**src/hdl/tpt_pkg.sv**
```systemverilog
package tpt_pkg;

    localparam int VM_BYTES_DEF  = 4 * 1024;
    localparam int RAM_BYTES_DEF = 1 * 1024;
    localparam int TLB_DEPTH_DEF = 16;

    localparam int VADDR_W    = 16;
    localparam int PADDR_W    = 10;
    localparam int OUTC_W     = 2;
    localparam int CNT_W      = 32;
    localparam int OB_W       = 4;
    localparam int TLBN_W     = 5;
    localparam int MAX_OB     = 10;
    localparam int CFG_IDX_W  = 2;
    localparam int CFG_DATA_W = 5;

    localparam logic [OB_W-1:0]   OB_RST   = 4'd7;
    localparam logic [TLBN_W-1:0] TLBN_RST = 5'd4;

    localparam logic [CFG_IDX_W-1:0] CFG_OFFSET_BITS = 2'd0;
    localparam logic [CFG_IDX_W-1:0] CFG_TLB_ENTRIES = 2'd1;
    localparam logic [CFG_IDX_W-1:0] CFG_POLICY      = 2'd2;

    localparam logic POL_FIFO = 1'b0;
    localparam logic POL_LRU  = 1'b1;

    localparam logic [OUTC_W-1:0] OUTC_INVALID  = 2'd0;
    localparam logic [OUTC_W-1:0] OUTC_TLB_HIT  = 2'd1;
    localparam logic [OUTC_W-1:0] OUTC_PAGE_HIT = 2'd2;
    localparam logic [OUTC_W-1:0] OUTC_FAULT    = 2'd3;

    typedef logic [3:0] t_op;

    localparam t_op OP_NONE   = 4'd0;
    localparam t_op OP_CLEAR  = 4'd1;
    localparam t_op OP_START  = 4'd2;
    localparam t_op OP_LOOK   = 4'd3;
    localparam t_op OP_SCAN   = 4'd4;
    localparam t_op OP_EVICT  = 4'd5;
    localparam t_op OP_FILL   = 4'd6;
    localparam t_op OP_TSEL   = 4'd7;
    localparam t_op OP_TSCAN  = 4'd8;
    localparam t_op OP_TWRITE = 4'd9;
    localparam t_op OP_OUT    = 4'd10;

    typedef struct packed {
        logic clr_done;
        logic invalid;
        logic tlb_hit;
        logic present;
        logic first_fault;
        logic policy;
        logic scan_done;
        logic found;
        logic tlb_free;
        logic tscan_done;
        logic out_free;
    } t_sts;

    function automatic logic [CNT_W-1:0] sat_inc(input logic [CNT_W-1:0] v);
        return (v == {CNT_W{1'b1}}) ? v : v + CNT_W'(1);
    endfunction

endpackage

```
**src/hdl/tpt_ctrl.sv**
```systemverilog
module tpt_ctrl (
    input  logic          i_clk,
    input  logic          i_rst_n,
    input  logic          i_in_valid,
    output logic          o_in_stall,
    input  tpt_pkg::t_sts i_sts,
    output tpt_pkg::t_op  o_op
);
    import tpt_pkg::*;

    localparam logic [3:0] S_CLEAR  = 4'd0;
    localparam logic [3:0] S_IDLE   = 4'd1;
    localparam logic [3:0] S_LOOK   = 4'd2;
    localparam logic [3:0] S_SCAN   = 4'd3;
    localparam logic [3:0] S_EVICT  = 4'd4;
    localparam logic [3:0] S_FILL   = 4'd5;
    localparam logic [3:0] S_TSEL   = 4'd6;
    localparam logic [3:0] S_TSCAN  = 4'd7;
    localparam logic [3:0] S_TWRITE = 4'd8;
    localparam logic [3:0] S_OUT    = 4'd9;

    logic [3:0] r_state;
    logic [3:0] n_state;

    assign o_in_stall = (r_state != S_IDLE);

    always_comb begin
        n_state = r_state;
        o_op    = OP_NONE;
        case (r_state)
            S_CLEAR: begin
                o_op = OP_CLEAR;
                if (i_sts.clr_done) n_state = S_IDLE;
            end
            S_IDLE: begin
                if (i_in_valid) begin
                    o_op = OP_START;
                    if (i_sts.invalid || i_sts.tlb_hit) n_state = S_OUT;
                    else n_state = S_LOOK;
                end
            end
            S_LOOK: begin
                o_op = OP_LOOK;
                if (i_sts.present) n_state = S_TSEL;
                else if (i_sts.first_fault) n_state = S_FILL;
                else n_state = S_SCAN;
            end
            S_SCAN: begin
                o_op = OP_SCAN;
                if (i_sts.scan_done) n_state = i_sts.found ? S_EVICT : S_FILL;
            end
            S_EVICT: begin
                o_op    = OP_EVICT;
                n_state = S_FILL;
            end
            S_FILL: begin
                o_op    = OP_FILL;
                n_state = S_TSEL;
            end
            S_TSEL: begin
                o_op = OP_TSEL;
                if (i_sts.tlb_free || i_sts.policy == POL_FIFO) n_state = S_TWRITE;
                else n_state = S_TSCAN;
            end
            S_TSCAN: begin
                o_op = OP_TSCAN;
                if (i_sts.tscan_done) n_state = S_TWRITE;
            end
            S_TWRITE: begin
                o_op    = OP_TWRITE;
                n_state = S_OUT;
            end
            S_OUT: begin
                if (i_sts.out_free) begin
                    o_op    = OP_OUT;
                    n_state = S_IDLE;
                end
            end
            default: n_state = S_IDLE;
        endcase
    end

    always_ff @(posedge i_clk) begin
        if (!i_rst_n) r_state <= S_CLEAR;
        else r_state <= n_state;
    end

endmodule

```
**config.mk**
```make
export PLATFORM = sky130hd
export DESIGN_NAME = tpt_ctrl
export DESIGN_NICKNAME = d
export VERILOG_FILES = /design/src/hdl/tpt_pkg.sv /design/src/hdl/tpt_ctrl.sv
export SDC_FILE = /design/constraint.sdc
export NUM_CORES = 1
export LEC_CHECK = 0
export CAP_MARGIN = 20
export CORE_AREA = 5 5 42 44
export DETAILED_ROUTE_END_ITERATION = 10
export DIE_AREA = 0 0 47 49
export DONT_BUFFER_PORTS = 1
export GPL_TIMING_DRIVEN = 0
export PLACE_DENSITY = 0.46
export SYNTH_ARGS = -nofsm -noshare
export SYNTH_HDL_FRONTEND = slang
export SYNTH_SLANG_ARGS = --single-unit
```
**constraint.sdc**
```tcl
create_clock -name i_clk -period 2.75 [get_ports i_clk]
set_input_delay 0.55 -clock i_clk [delete_from_list [all_inputs] [get_ports i_clk]]
set_output_delay 0.55 -clock i_clk [all_outputs]
set_load 0.03 [all_outputs]
```
After elaboration in Yosys (flattened, before gate mapping)
Index checks and enable logic that the tools add are counted.
W data, S select, Z words.
{ "totals": {"ff_bits": 4, "input_bits": 14, "word_cells": 35} }
{ "op_classes": {"n_eq_ne": 15, "muxes": 14, "bitwise": 1, "n_reduce_logical": 4} }
{ "ops": {"columns": ["cell", "count"], "rows": [
  ["$pmux W4 S10", 2],
  ["$mux W4", 8],
  ["$eq A4 B3 Y1 const B", 4],
  ["$ne A2 B2 Y1 const B", 5],
  ["$eq A4 B2 Y1 const B", 2],
  ["$eq A4 B4 Y1 const B", 2],
  ["$mux W3", 2],
  ["$reduce_and A5 Y1", 1],
  ["$eq A4 B1 Y1 const B", 1],
  ["$logic_not A4 Y1", 1],
  ["$ne A4 B1 Y1 const B", 1],
  ["$logic_or A1 B1 Y1", 2],
  ["$mux W2", 1],
  ["$mux W1", 1],
  ["$not A1 Y1", 1]
]} }

Logic depth before layout (Yosys ltp)
{ "depth": {"word_depth": 4, "mapped_depth": 5, "mapped_depth_nobuf": 4} }

Worst setup path after synthesis
Ideal clock, no wire load.
{ "synth_path": {"path_kind": "input port to output port", "from": "input port i_sts[0] (netlist bit)", "to": "output port o_op[1]", "arrival_ps": 1346, "required_time_ps": 2200, "setup_slack_ps": 854, "stages": 4, "n_path_buf": 0, "path_cell_list": "inv_1 -> o21ai_0 -> o311ai_0 -> o22ai_1"} }
{ "synth_via": {"elab_chain_len": 2} }
{ "synth_lines": {"columns": ["item", "line_no", "text"], "rows": [
  ["start, declared", "tpt_ctrl.sv:6", "input tpt_pkg::t_sts i_sts,"],
  ["$mux W4", "tpt_ctrl.sv:74", "if (i_sts.out_free) begin"],
  ["$pmux W4 S10", "tpt_ctrl.sv:30", "case (r_state)"],
  ["end, declared", "tpt_ctrl.sv:7", "output tpt_pkg::t_op o_op"]
]} }
Every way passes these cells.

Worst setup path after layout
{ "layout_path": {"from": "register r_state[0]", "to": "output port o_op[1]"} }
{ "layout_via": {"elab_chain_len": 2, "elab_cells_between_ends": 11, "classes_between": "9 x eq/ne; 1 x mux; 1 x reduce/logical"} }
{ "layout_lines": {"columns": ["item", "line_no", "text"], "rows": [
  ["start, declared", "tpt_ctrl.sv:22", "logic [3:0] r_state;"],
  ["start signal, assigned", "tpt_ctrl.sv:85", "else r_state <= n_state;"],
  ["$eq A4 B4 Y1, or another cell as far along", "tpt_ctrl.sv:30", null],
  ["$pmux W4 S10 (*)", "tpt_ctrl.sv:30", null]
]} }
Every way passes the cells marked *; elsewhere a longest branch is shown, timed or not.

==> reports/metrics.yaml <==
global_routing:
  track_usage_pct: 11.3
  grt_max_degree: 11
  grt_pass1_vias: 455
  grt_overflow: 0
  grt_pass1_wl_um: 1990
  antenna_found_initial: 0
power_and_ir_drop:
  p_switching_uw: 55.2
  ir_drop_v: 0.000193
  power_frac_clock_pct: 40.8
  switching_share_pct: 30.6
  p_per_area_nw_per_um2: 388
  leakagePower_uw: 0.000174
  p_int_uw: 125
  combPwrFrac_pct: 25.3
  seqPwrFrac_pct: 33.9
finish:
  design_area_um2: 465
  area_growth_pct: 10.1
  seq_area_um2: 80.1
  diodes: 0
  drive_gt1_share_pct: 12.7
  multi_input_area_um2: 300
  reg.largest.list: "r_state (4)"
  regMostFlops: "r_state"
  utilization_pct: 33.2
  final_nets: 79
  nFillCells: 180
  largest_register_ffs: 4
floorplan:
  fp.dieW_um: 47
  rows: 14
  core_um2: 1400
  start_util_pct: 30.2
  die_area_um2: 2300
  ioPinCount: 19
  die_height_um: 49
worst_setup_path:
  crit_start: "r_state[0]"
  endpoint_kind: "primary output"
  start_kind: "flip-flop"
  crit_end: "o_op[1]"
  crit_chain: "buf_2 > buf_2 > o311ai_0 > o22ai_1"
  r2r_slack_ns: 1.33
  path_max_fanout: 10
  rr_startpoint: "r_state[2]"
  cpPeakStageDelay_ns: 0.57
  crit_arrival_ns: 1.76
  r2r-end: "r_state[0]"
  slowest_stage: "o22ai_1"
  cp_common_cell: "buf_2"
  crit_required_ns: 2.20
  crit_type: "flip-flop to primary output"
  reg2regPathDepth: 5
timing:
  fmax_mhz: 432
  period_share_pct: 84.2
  fin_skew_ns: 0.00730
  rsz0062_at_grt: "no"
  worst_slew_pin_slew_ns: 0.684
  finalSetupViolCount: 0
  drv_slew: 0
  max_slew_margin_pct: 55.1
  hold_violations: 0
  tns_ns: 0
  min_period_ns: 2.31
clock_tree:
  cts_hold_buffers: 0
  post_cts.repair.setup_buffers: 0
  clk_pin_slew_ns: 0.04
  cts.repair.resized: 0
  cts_buffer_depth: 2
  htree_levels: 1
  numCtsBuffers: 3
  cts_tree: "built"
  insertion_delay_ns: 0.24
  ctsRootBufferMaster: "clkbuf_4"
  cts_sinks: 4
synthesis:
  yosys_warnings: 0
  synth_area_um2: 423
  syn-num-nets: 74
  synth_top_area_share_pct: 18.9
  ys_seq_area_share_pct: 18.9
  syn_inst: 60
  synth_area_leaders: "dfxtp_1 19%, a21oi_1 5.9%, o21a_1 5.3%"
  yosys.cell_types.count: 29
  yosys.area.top_type: "dfxtp_1"
  avgSynthCellArea_um2: 7.05
  ys_ff_latch: 4
place:
  hpwl_um: 936
  place.gp.congestion: 0.766
  port-buffer-count: 0
  placed_cell_area_um2: 443
routing:
  vias: 462
  vias_per_cell: 5.85
  drtIter0Drc: 2
  routed_wl_um: 1190
  drc: 0
  ant_nets: 0
  routedWlPerCell_um: 15.1
  drt_pass1_iterations: 4
hold_path:
  hold_depth: 2
  hold_path.class: "primary input to flip-flop"
flow_run:
  maxCapViolations: 0
status:
  status: "finished clean"
==> worst min path at each step <==
stage / startpoint / endpoint / slack [ns]
2_1_floorplan: r_state[3] / r_state[0] / 0.61
3_3_place_gp: r_state[3] / r_state[0] / 0.68
3_5_place_dp: r_state[3] / r_state[0] / 0.68
4_1_cts: i_rst_n / r_state[2] / 0.44
5_1_grt: i_rst_n / r_state[2] / 0.44
6_report: i_rst_n / r_state[2] / 0.45
==> kinds of logic after synthesis <==
| family | synth area share [%] |
|---|---|
| compound gates | 36.1 |
| xor+xnor | 2.07 |
| buf+inv | 10.1 |
| flops | 18.9 |
| mux | 4.73 |
| simple gates | 28.1 |
==> final cells by class <==
type                       instances  share of cell area [%]
sequential                         4                    17.2
inverter                           5                    4.03
buffer                             5                    5.11
clock buffer                       3                    4.84
tap                               16                    4.30
multi-input combinational         46                    64.5
==> cell usage in the layout, fill, tap and decap left out, types with 2 or more instances in the layout <==
master,Yosys,final
buf_2,4,4
nand3_1,2,2
nor3_1,2,2
nor2_1,4,4
o21a_1,3,3
o22ai_1,2,2
mux2i_1,2,2
a32o_1,2,2
o21ai_0,3,3
clkbuf_4,0,3
a21oi_1,5,5
inv_1,5,5
nand2_1,5,5
dfxtp_1,4,4
and3_1,2,2
==> worst max-delay path: cells and delay by family, from the launching register on <==
kind,cells,cell delay [ns]
flip-flops,1,0.32
AO/OA/AOI/OAI,2,0.74
buffers and inverters,2,0.47
==> Yosys cell counts <==
cell type / number
or4_1: 1
nor3_1: 2
nor3b_1: 1
mux2i_1: 2
nor2_1: 4
or3b_1: 1
o311ai_0: 1
buf_2: 4
xnor2_1: 1
nor2b_1: 1
nand3_1: 2
o2111ai_1: 1
buf_1: 1
and3_1: 2
a32oi_1: 1
o21ai_0: 3
a211oi_1: 1
a311oi_2: 1
dfxtp_1: 4
nand2_1: 5
and2b_1: 1
a21oi_1: 5
nand4_1: 1
o32ai_1: 1
o22ai_1: 2
inv_1: 5
nand4b_1: 1
o21a_1: 3
a32o_1: 2
==> per-layer routing <==
| layer | up-vias | share of wire, % | wire length, um | track usage (%) |
|---|---|---|---|---|
| li1 | 232 | - | - | - |
| met1 | 218 | 47 | 566 | 16.4 |
| met2 | 12 | 44 | 530 | 14.7 |
| met3 | 0 | 8.1 | 97 | 6.27 |
| met4 | 0 | 0 | 0 | 1.38 |
| met5 | - | 0 | 0 | 0 |
==> stage by stage <==
step / hold WS (ns) / worst slack [ns] / cells / power (uW)
finish: 0.449 / 0.435 / 79 / 180
global route: 0.436 / 0.281 / 79 / 196
detailed placement: 0.681 / 0.683 / 76 / 108
CTS: 0.441 / 0.412 / 79 / 184
global placement: 0.683 / 0.683 / 76 / 108
floorplan: 0.606 / 0.854 / 60 / 101
==> power groups by stage <==
stage,logic [uW],registers (uW),clock network (uW)
floorplan,38.7,61.8,0
global placement,45.6,62.2,0
detailed placement,45.4,62.1,0
CTS,45.7,61.2,77.4
global route,50.1,61.4,84.7
finish,45.6,61.1,73.7
Note: power is estimated with default switching activity, not from simulation.
